===== src/rtl/pwt_pkg.sv =====
// Package for the PID regulator with twiddle tuning.
// Shared constants, request codes and sequencer states; no dependencies.
package pwt_pkg;

  localparam int unsigned GainBitsDef   = 24;
  localparam int unsigned SampleBitsDef = 16;
  localparam int unsigned CountBitsDef  = 16;
  localparam int unsigned CfgAddrBits   = 4;
  localparam int unsigned SqBits        = 48;

  // Step scale factors, Q.16
  localparam logic [16:0] FUpBig   = 17'd72090;
  localparam logic [16:0] FUpSmall = 17'd68813;
  localparam logic [16:0] FDown    = 17'd62259;

  localparam logic [23:0] StepLimitReset = 24'd66;

  typedef enum logic [1:0] {
    REQ_SAMPLE  = 2'd0,
    REQ_TUNE    = 2'd1,
    REQ_RESTART = 2'd2,
    REQ_NONE    = 2'd3
  } req_e;

  typedef enum logic [1:0] {
    REG_P     = 2'd0,
    REG_I     = 2'd1,
    REG_D     = 2'd2,
    REG_LIMIT = 2'd3
  } reg_e;

  typedef enum logic [3:0] {
    ST_IDLE,
    ST_S_PROD0,
    ST_S_PROD1,
    ST_S_PROD2,
    ST_S_SQ,
    ST_S_FIN,
    ST_T_DIV,
    ST_T_TWID,
    ST_T_SCALE,
    ST_T_DONE,
    ST_R_STEP,
    ST_OUT,
    ST_T_MUL,
    ST_T_STEP,
    ST_R_DIV3
  } state_e;

endpackage


===== src/rtl/pwt_div.sv =====
// Restoring divider, one quotient bit per cycle.
// Depends on pwt_pkg.
module pwt_div
  import pwt_pkg::*;
#(
  parameter int unsigned NumBits = 48,
  parameter int unsigned DenBits = 16
) (
  input  logic               clk_i,
  input  logic               rst_ni,
  input  logic               start_i,
  input  logic [NumBits-1:0] num_i,
  input  logic [DenBits-1:0] den_i,
  output logic               busy_o,
  output logic [NumBits-1:0] quo_o
);
  localparam int unsigned CntBits = $clog2(NumBits + 1);

  logic [NumBits-1:0] quo_q, quo_d;
  logic [DenBits:0]   rem_q, rem_d;
  logic [DenBits-1:0] den_q, den_d;
  logic [CntBits-1:0] cnt_q, cnt_d;
  logic [DenBits:0]   trial;

  // Shift in one numerator bit and try a subtract
  always_comb begin
    quo_d = quo_q;
    rem_d = rem_q;
    den_d = den_q;
    cnt_d = cnt_q;
    trial = {rem_q[DenBits-1:0], quo_q[NumBits-1]};
    if (start_i) begin
      quo_d = num_i;
      rem_d = '0;
      den_d = den_i;
      cnt_d = CntBits'(NumBits);
    end else if (cnt_q != '0) begin
      if (trial >= {1'b0, den_q}) begin
        rem_d = trial - {1'b0, den_q};
        quo_d = {quo_q[NumBits-2:0], 1'b1};
      end else begin
        rem_d = trial;
        quo_d = {quo_q[NumBits-2:0], 1'b0};
      end
      cnt_d = cnt_q - 1'b1;
    end
  end

  always_ff @(posedge clk_i or negedge rst_ni) begin
    if (!rst_ni) begin
      cnt_q <= '0;
    end else begin
      cnt_q <= cnt_d;
    end
  end

  always_ff @(posedge clk_i) begin
    quo_q <= quo_d;
    rem_q <= rem_d;
    den_q <= den_d;
  end

  assign busy_o = (cnt_q != '0);
  assign quo_o  = quo_q;
endmodule


===== config.mk =====
export PLATFORM = sky130hd
export DESIGN_NAME = pwt_div
export DESIGN_NICKNAME = d
export VERILOG_FILES = /design/src/rtl/pwt_pkg.sv /design/src/rtl/pwt_div.sv
export SDC_FILE = /design/constraint.sdc
export NUM_CORES = 1
export LEC_CHECK = 0
export ABC_AREA = 1
export BUFFER_PORTS_ARGS = -buffer_cell sky130_fd_sc_hd__buf_4
export CAP_MARGIN = 5
export CORE_ASPECT_RATIO = 0.75
export CORE_MARGIN = 3
export CORE_UTILIZATION = 58
export DETAILED_ROUTE_END_ITERATION = 10
export PLACE_DENSITY = 0.86
export SYNTH_ARGS = -nofsm -noshare
export SYNTH_HDL_FRONTEND = slang
export SYNTH_SLANG_ARGS = --single-unit

===== constraint.sdc =====
create_clock -name clk_i -period 3.8 [get_ports clk_i]
set_clock_uncertainty 0.2 [all_clocks]
set_input_delay 0.95 -clock clk_i [delete_from_list [all_inputs] [get_ports clk_i]]
set_output_delay 0.95 -clock clk_i [all_outputs]
set_load 0.05 [all_outputs]

==> run_results.csv, run 1 <==
group,metric,value,unit
status,status,"finished clean",
logic_synthesis,yosysWarnings,0,
final_layout,syn_to_final_growth,24.2,%
floorplanning,die_h,83.7,µm
routing,first_pass_iters,5,
logic_synthesis,yosysUniqueCellTypes,36,
logic_synthesis,seq_area_frac_synth,51.2,%
clocking,root_buffer,"clkbuf_8",
sta,slew_viol_final,0,
worst_setup_path,cp_common_cell,"inv_1",
sta,period_needed,2.85,ns
grt,grt_pass1_vias,3970,
sta,hold_viol_final,0,
sta,fin_crit_sh,74.9,%
clocking,cts.sinks,86,
logic_synthesis,yosys.area.top_type_share,41.1,%
grt,antenna_found_initial,0,
routing,vias,4168,
routing,drc,0,
power,peakVddDrop,436,µV
worst_setup_path,crit_family,"flip-flops",
floorplanning,start_util,61.8,%
floorplanning,die_area,0.00918,mm²
worst_setup_path,cp.arrival,1.70,ns
logic_synthesis,ys_ff_latch,86,
sta,tightest_slew,1.15,ns
final_layout,final_nets,775,
worst_setup_path,path_cells,"inv_1 -> ha_1 -> inv_1 -> nor3_2 -> nand2_1 -> buf_4",
power,leakage,3.03,nW
logic_synthesis,avgSynthCellArea,8.10,µm²
sta,setup_tns,0,ns
routing,viasPerCell,5.24,
final_layout,drive_gt1_share,22.0,%
power,total_power,0.00327,W
grt,grt_usage,26.7,%
place,dp_worst_setup_slack,0.919,ns
worst_setup_path,max_stage_delay,0.40,ns
worst_setup_path,worst_setup_path_start_kind,"flop",
worst_setup_path,endpoint_kind,"output pin",
worst_hold_path,hold_path.class,"primary input to asynchronous set/reset pin",
sta,fin_ws,0.954,ns
final_layout,multi_input_area,0.00193,mm²
grt,grt_pass1_wl,19.2,mm
logic_synthesis,syn-cell-area,0.00467,mm²
clocking,numCtsBuffers,9,
sta,rsz0062_at_grt,"no",
logic_synthesis,syn-num-nets,662,
worst_setup_path,critPathBufInv,3,
logic_synthesis,synth-edff-count,64,
clocking,ctsHoldBuffers,0,
sta,slew_headroom,23.1,%
worst_setup_path,crit_slowest_cell,"dfrtp_1",
worst_setup_path,worst-setup-path-type,"flop to output pin",
final_layout,antenna_cells,0,
routing,routed_wl,11.8,mm
routing,wl_per_cell,14.8,µm
clocking,tritoncts,"yes",
clocking,htreeDepth,3,
logic_synthesis,postSynthCellCount,577,
sta,fmax,0.351,GHz
clocking,ctsResizeCount,0,
sta,setup_viol,0,
place,portBuffers,115,
logic_synthesis,ys.flop_type,"edfxtp_1",
power,p_per_area,564,mW/mm²
routing,ant_nets,0,
clocking,clockBufferDepth,2,
grt,gr-total-overflow,0,
final_layout,fin_util,76.7,%
final_layout,seq_area,0.00239,mm²
final_layout,filler_cell_count,542,
worst_setup_path,path_max_fanout,5,
grt,grt_max_degree,68,
clocking,clk_transition_reported_paths,0.09,ns
logic_synthesis,async_flop_share,6.98,%
logic_synthesis,synth_top_cell_by_area,"edfxtp_1",
floorplanning,coreArea,0.00757,mm²
worst_setup_path,worst_ep_required_time,2.65,ns
floorplanning,die_w,110,µm
place,dpl.hpwl,8.63,mm
place,gp_congestion,0.915,
clocking,post_cts_buffers,0,
clocking,clock_latency,0.35,ns
logic_synthesis,synth_common_cells,"256 x nand2_1, 71 x inv_1, 64 x edfxtp_1, 40 x nand3_1, 19 x nor2_1",
routing,drt_first_iter_violations,245,
logic_synthesis,synth.most_common_cell,"nand2_1",
floorplanning,std_cell_rows,27,
job,max_cap_viol_count,0,
logic_synthesis,synthTopCellsByArea,"edfxtp_1 41%, nand2_1 21%, dfxtp_1 6.9%",
floorplanning,io_pins,116,
cells by family (layout without fill, tap and decap cells):
kind of cell,count (synthesis),in the layout,synth area share [%]
xor+xnor,10,10,1.87
buf+inv,90,208,7.60
fa+ha+maj,18,18,4.98
flops,86,86,51.2
simple gates,347,347,31.3
compound gates,26,26,3.05
registers in the layout, indices dropped and copies added, names as in the netlist:
register  flops
cnt_q         6
den_q        16
quo_o        48
rem_q        16
worst paths after layout:
check | endpoint | depth (start not counted) | slack (ns) | start
max in group asynchronous | cnt_q[4]$_DFFE_PN0P_ | 1 | 3.08 | rst_ni
worst min register to register | rem_q[14]$_SDFFE_PP0P_ | 2 | 0.28 | rem_q[14]$_SDFFE_PP0P_
worst max-delay path | busy_o | 6 | 0.95 | cnt_q[0]$_DFFE_PN0P_
worst min-delay path | cnt_q[5]$_DFFE_PN0P_ | 1 | 0.19 | rst_ni
min in group clk_i | rem_q[14]$_SDFFE_PP0P_ | 2 | 0.28 | rem_q[14]$_SDFFE_PP0P_
worst max register to register | rem_q[0]$_SDFFE_PP0P_ | 9 | 1.09 | cnt_q[0]$_DFFE_PN0P_
per-layer routing:
| layer | track usage, % | share of wire [%] | routed length, µm | vias up |
|---|---|---|---|---|
| met5 | 0 | 0 | 0 | - |
| met4 | 8.61 | 3.0 | 352 | 0 |
| met3 | 7.19 | 7.7 | 903 | 29 |
| met2 | 41.8 | 47 | 5500 | 190 |
| met1 | 36.1 | 43 | 5030 | 1899 |
| li1 | - | - | - | 2050 |
area by class of cell:
class	count	share of cell area (%)
clock buffers	10	2.20
clock inverters	6	1.16
inverters	74	4.79
multi-input cells	401	33.2
flip-flops and latches	86	41.2
well taps	101	2.18
repair buffers	118	15.3
cells in the final DEF (no fill, tap or decap), drive strengths merged:
cell	count
nand2	264
buf	118
inv	75
edfxtp	64
nand3	42
nor2	24
ha	17
dfxtp	16
o21ai	13
a21oi	10
clkbuf	10
nand3b	7
xnor2	6
dfrtp	6
nor3	5
xor2	4
nand4	3
clkinvlp	2
clkinv	2
or2	1
a31oi	1
o22ai	1
o21bai	1
and2	1
fa	1
bufinv	1
report_power, final:
part	switching, W	internal, W
Sequential	0.0000963	0.00116
Combinational	0.000891	0.000482
Clock	0.000333	0.000308
through the flow:
step,cell area [µm²],instances,hold WS (ns)
5_1_grt,5800,796,0.163
6_report,5800,796,0.192
3_5_place_dp,5610,780,0.264
3_3_place_gp,5610,780,0.254
4_1_cts,5800,796,0.180
2_1_floorplan,4670,577,0.240
No activity file was read; power rests on OpenSTA's default activity.
==> run 2: changes to the inputs <==
--- a/config.mk
+++ b/config.mk
@@ -10,9 +10,9 @@
 export CAP_MARGIN = 5
 export CORE_ASPECT_RATIO = 0.75
 export CORE_MARGIN = 3
-export CORE_UTILIZATION = 58
+export CORE_UTILIZATION = 54
 export DETAILED_ROUTE_END_ITERATION = 10
-export PLACE_DENSITY = 0.86
+export PLACE_DENSITY = 0.81
 export SYNTH_ARGS = -nofsm -noshare
 export SYNTH_HDL_FRONTEND = slang
 export SYNTH_SLANG_ARGS = --single-unit
==> constraint.sdc (replaced) <==
create_clock -name clk_i -period 2.7 [get_ports clk_i]
set_clock_uncertainty 0.2 [all_clocks]
set_input_delay 0.675 -clock clk_i [delete_from_list [all_inputs] [get_ports clk_i]]
set_output_delay 0.675 -clock clk_i [all_outputs]
set_load 0.05 [all_outputs]
==> run_results.csv, run 2 (synthesis results as in run 1) <==
group,metric,value,unit
status,status,"finished clean",
final_layout,final_nets,778,
clocking,numCtsBuffers,9,
routing,drc,0,
routing,viasPerCell,5.25,
final_layout,syn_to_final_growth,26.5,%
power,switching_share,39.6,%
power,p_int,0.00295,W
worst_setup_path,path_max_fanout,5,
grt,grt_usage,25.2,%
routing,first_pass_iters,5,
worst_setup_path,worst_ep_required_time,1.82,ns
clocking,clk_transition_reported_paths,0.06,ns
floorplanning,start_util,57.3,%
grt,grt_max_degree,58,
sta,hold_viol_final,0,
power,p_sw,0.00194,W
place,gp_congestion,0.922,
clocking,cts.sinks,86,
sta,setup_tns,0,ns
routing,drt_first_iter_violations,278,
worst_setup_path,worst-setup-path-type,"flop to output pin",
final_layout,drive_gt1_share,22.2,%
sta,setup_viol,0,
sta,period_needed,2.47,ns
routing,wl_per_cell,15.2,µm
floorplanning,coreArea,0.00816,mm²
clocking,clockBufferDepth,2,
sta,tightest_slew,1.16,ns
job,max_cap_viol_count,0,
clocking,tritoncts,"yes",
worst_setup_path,cp.arrival,1.59,ns
floorplanning,die_w,113,µm
routing,routed_wl,12.2,mm
power,leakage,3.08,nW
worst_setup_path,worst_setup_path_start_kind,"flop",
sta,fmax,0.405,GHz
final_layout,layout_commonest_cell,"nand2_1",
power,peakVddDrop,504,µV
clocking,clock_latency,0.34,ns
place,dp_worst_setup_slack,0.266,ns
floorplanning,std_cell_rows,28,
final_layout,largest_register_ffs,48,
routing,ant_nets,0,
grt,grt_pass1_vias,4064,
routing,vias,4212,
power,power_frac_comb,40.4,%
place,portBuffers,115,
floorplanning,die_h,86.6,µm
clocking,htreeDepth,3,
worst_hold_path,hold_path.class,"flop to flop",
power,pwr-share-clk,23.5,%
floorplanning,die_area,0.00982,mm²
sta,rsz0062_at_grt,"no",
place,dpl.cell_count,786,
grt,antenna_found_initial,0,
sta,slew_viol_final,0,
floorplanning,io_pins,116,
grt,gr-total-overflow,0,
worst_setup_path,endpoint_kind,"output pin",
sta,fin_crit_sh,91.5,%
final_layout,fin_cells,803,
power,total_power,0.00489,W
sta,fin_ws,0.230,ns
final_layout,final_cell_mix,"256 x nand2_1, 120 x buf_4, 71 x inv_1",
clocking,post_cts_buffers,0,
grt,grt_pass1_wl,19.4,mm
power,p_per_area,827,mW/mm²
place,dpl.hpwl,8.89,mm
sta,slew_headroom,22.8,%
clocking,root_buffer,"clkbuf_16",
final_layout,antenna_cells,0,
power,p_seq_share,36.1,%
## run 2: area by class of cell
cell class / count / area, µm²
flip-flops and latches: 86 / 2390
repair buffers: 121 / 911
clock buffers: 9 / 225
well taps: 105 / 131
clock inverters: 7 / 48.8
multi-input cells: 401 / 1930
inverters: 74 / 278
fillers: 638 / 2250
## run 2: path summary, 6_finish.rpt
path	slack, ns	to	cells past startpoint	startpoint
worst max-delay path	0.23	busy_o	6	cnt_q[0]$_DFFE_PN0P_
worst min-delay path	0.27	rem_q[15]$_SDFFE_PP0P_	2	rem_q[15]$_SDFFE_PP0P_
worst max register to register	0.25	quo_o[11]$_DFFE_PP_	7	cnt_q[0]$_DFFE_PN0P_
worst min register to register	0.27	rem_q[15]$_SDFFE_PP0P_	2	rem_q[15]$_SDFFE_PP0P_
max in group asynchronous	1.69	cnt_q[3]$_DFFE_PN0P_	2	rst_ni
min in group asynchronous	0.49	cnt_q[4]$_DFFE_PN0P_	2	rst_ni
## run 2: metrics by stage
step / area [µm²] / hold WS [ns] / util, %
finish: 5910 / 0.270 / 72.4
global route: 5910 / 0.304 / 72.4
detailed placement: 5630 / 0.265 / 68.9
CTS: 5910 / 0.275 / 72.4
floorplan: 4670 / 0.179 / -
global placement: 5630 / 0.257 / 68.9
## run 2: worst max-delay path: stages (launching register included)
cell     delay [ns]
dfrtp_1        0.39
inv_1          0.08
ha_1           0.17
inv_1          0.06
nor3_2         0.16
nand2_1        0.17
buf_4          0.24
## run 2: power groups by stage
stage | sequential (W) | combinational (W) | clock, W
final | 0.00176 | 0.00198 | 0.00115
after global routing | 0.00179 | 0.00220 | 0.00122
after CTS | 0.00176 | 0.00196 | 0.00117
after detailed placement | 0.00179 | 0.00193 | 0
after global placement | 0.00178 | 0.00190 | 0
after floorplan | 0.00203 | 0.00118 | 0
## run 2: routing by layer
metal,track usage (%),share of wire (%),up-vias
li1,-,-,2064
met1,33.5,42,1932
met2,39.9,47,190
met3,7.75,9.1,26
met4,8.30,2.2,0
met5,0,0,-
## run 2: timing repair
| action | CTS | global route |
|---|---|---|
| resized for setup | 0 | 0 |
| hold buffers | 1 | 0 |
| hold endpoints to repair | 6 | 0 |
| setup endpoints to repair | 0 | 0 |
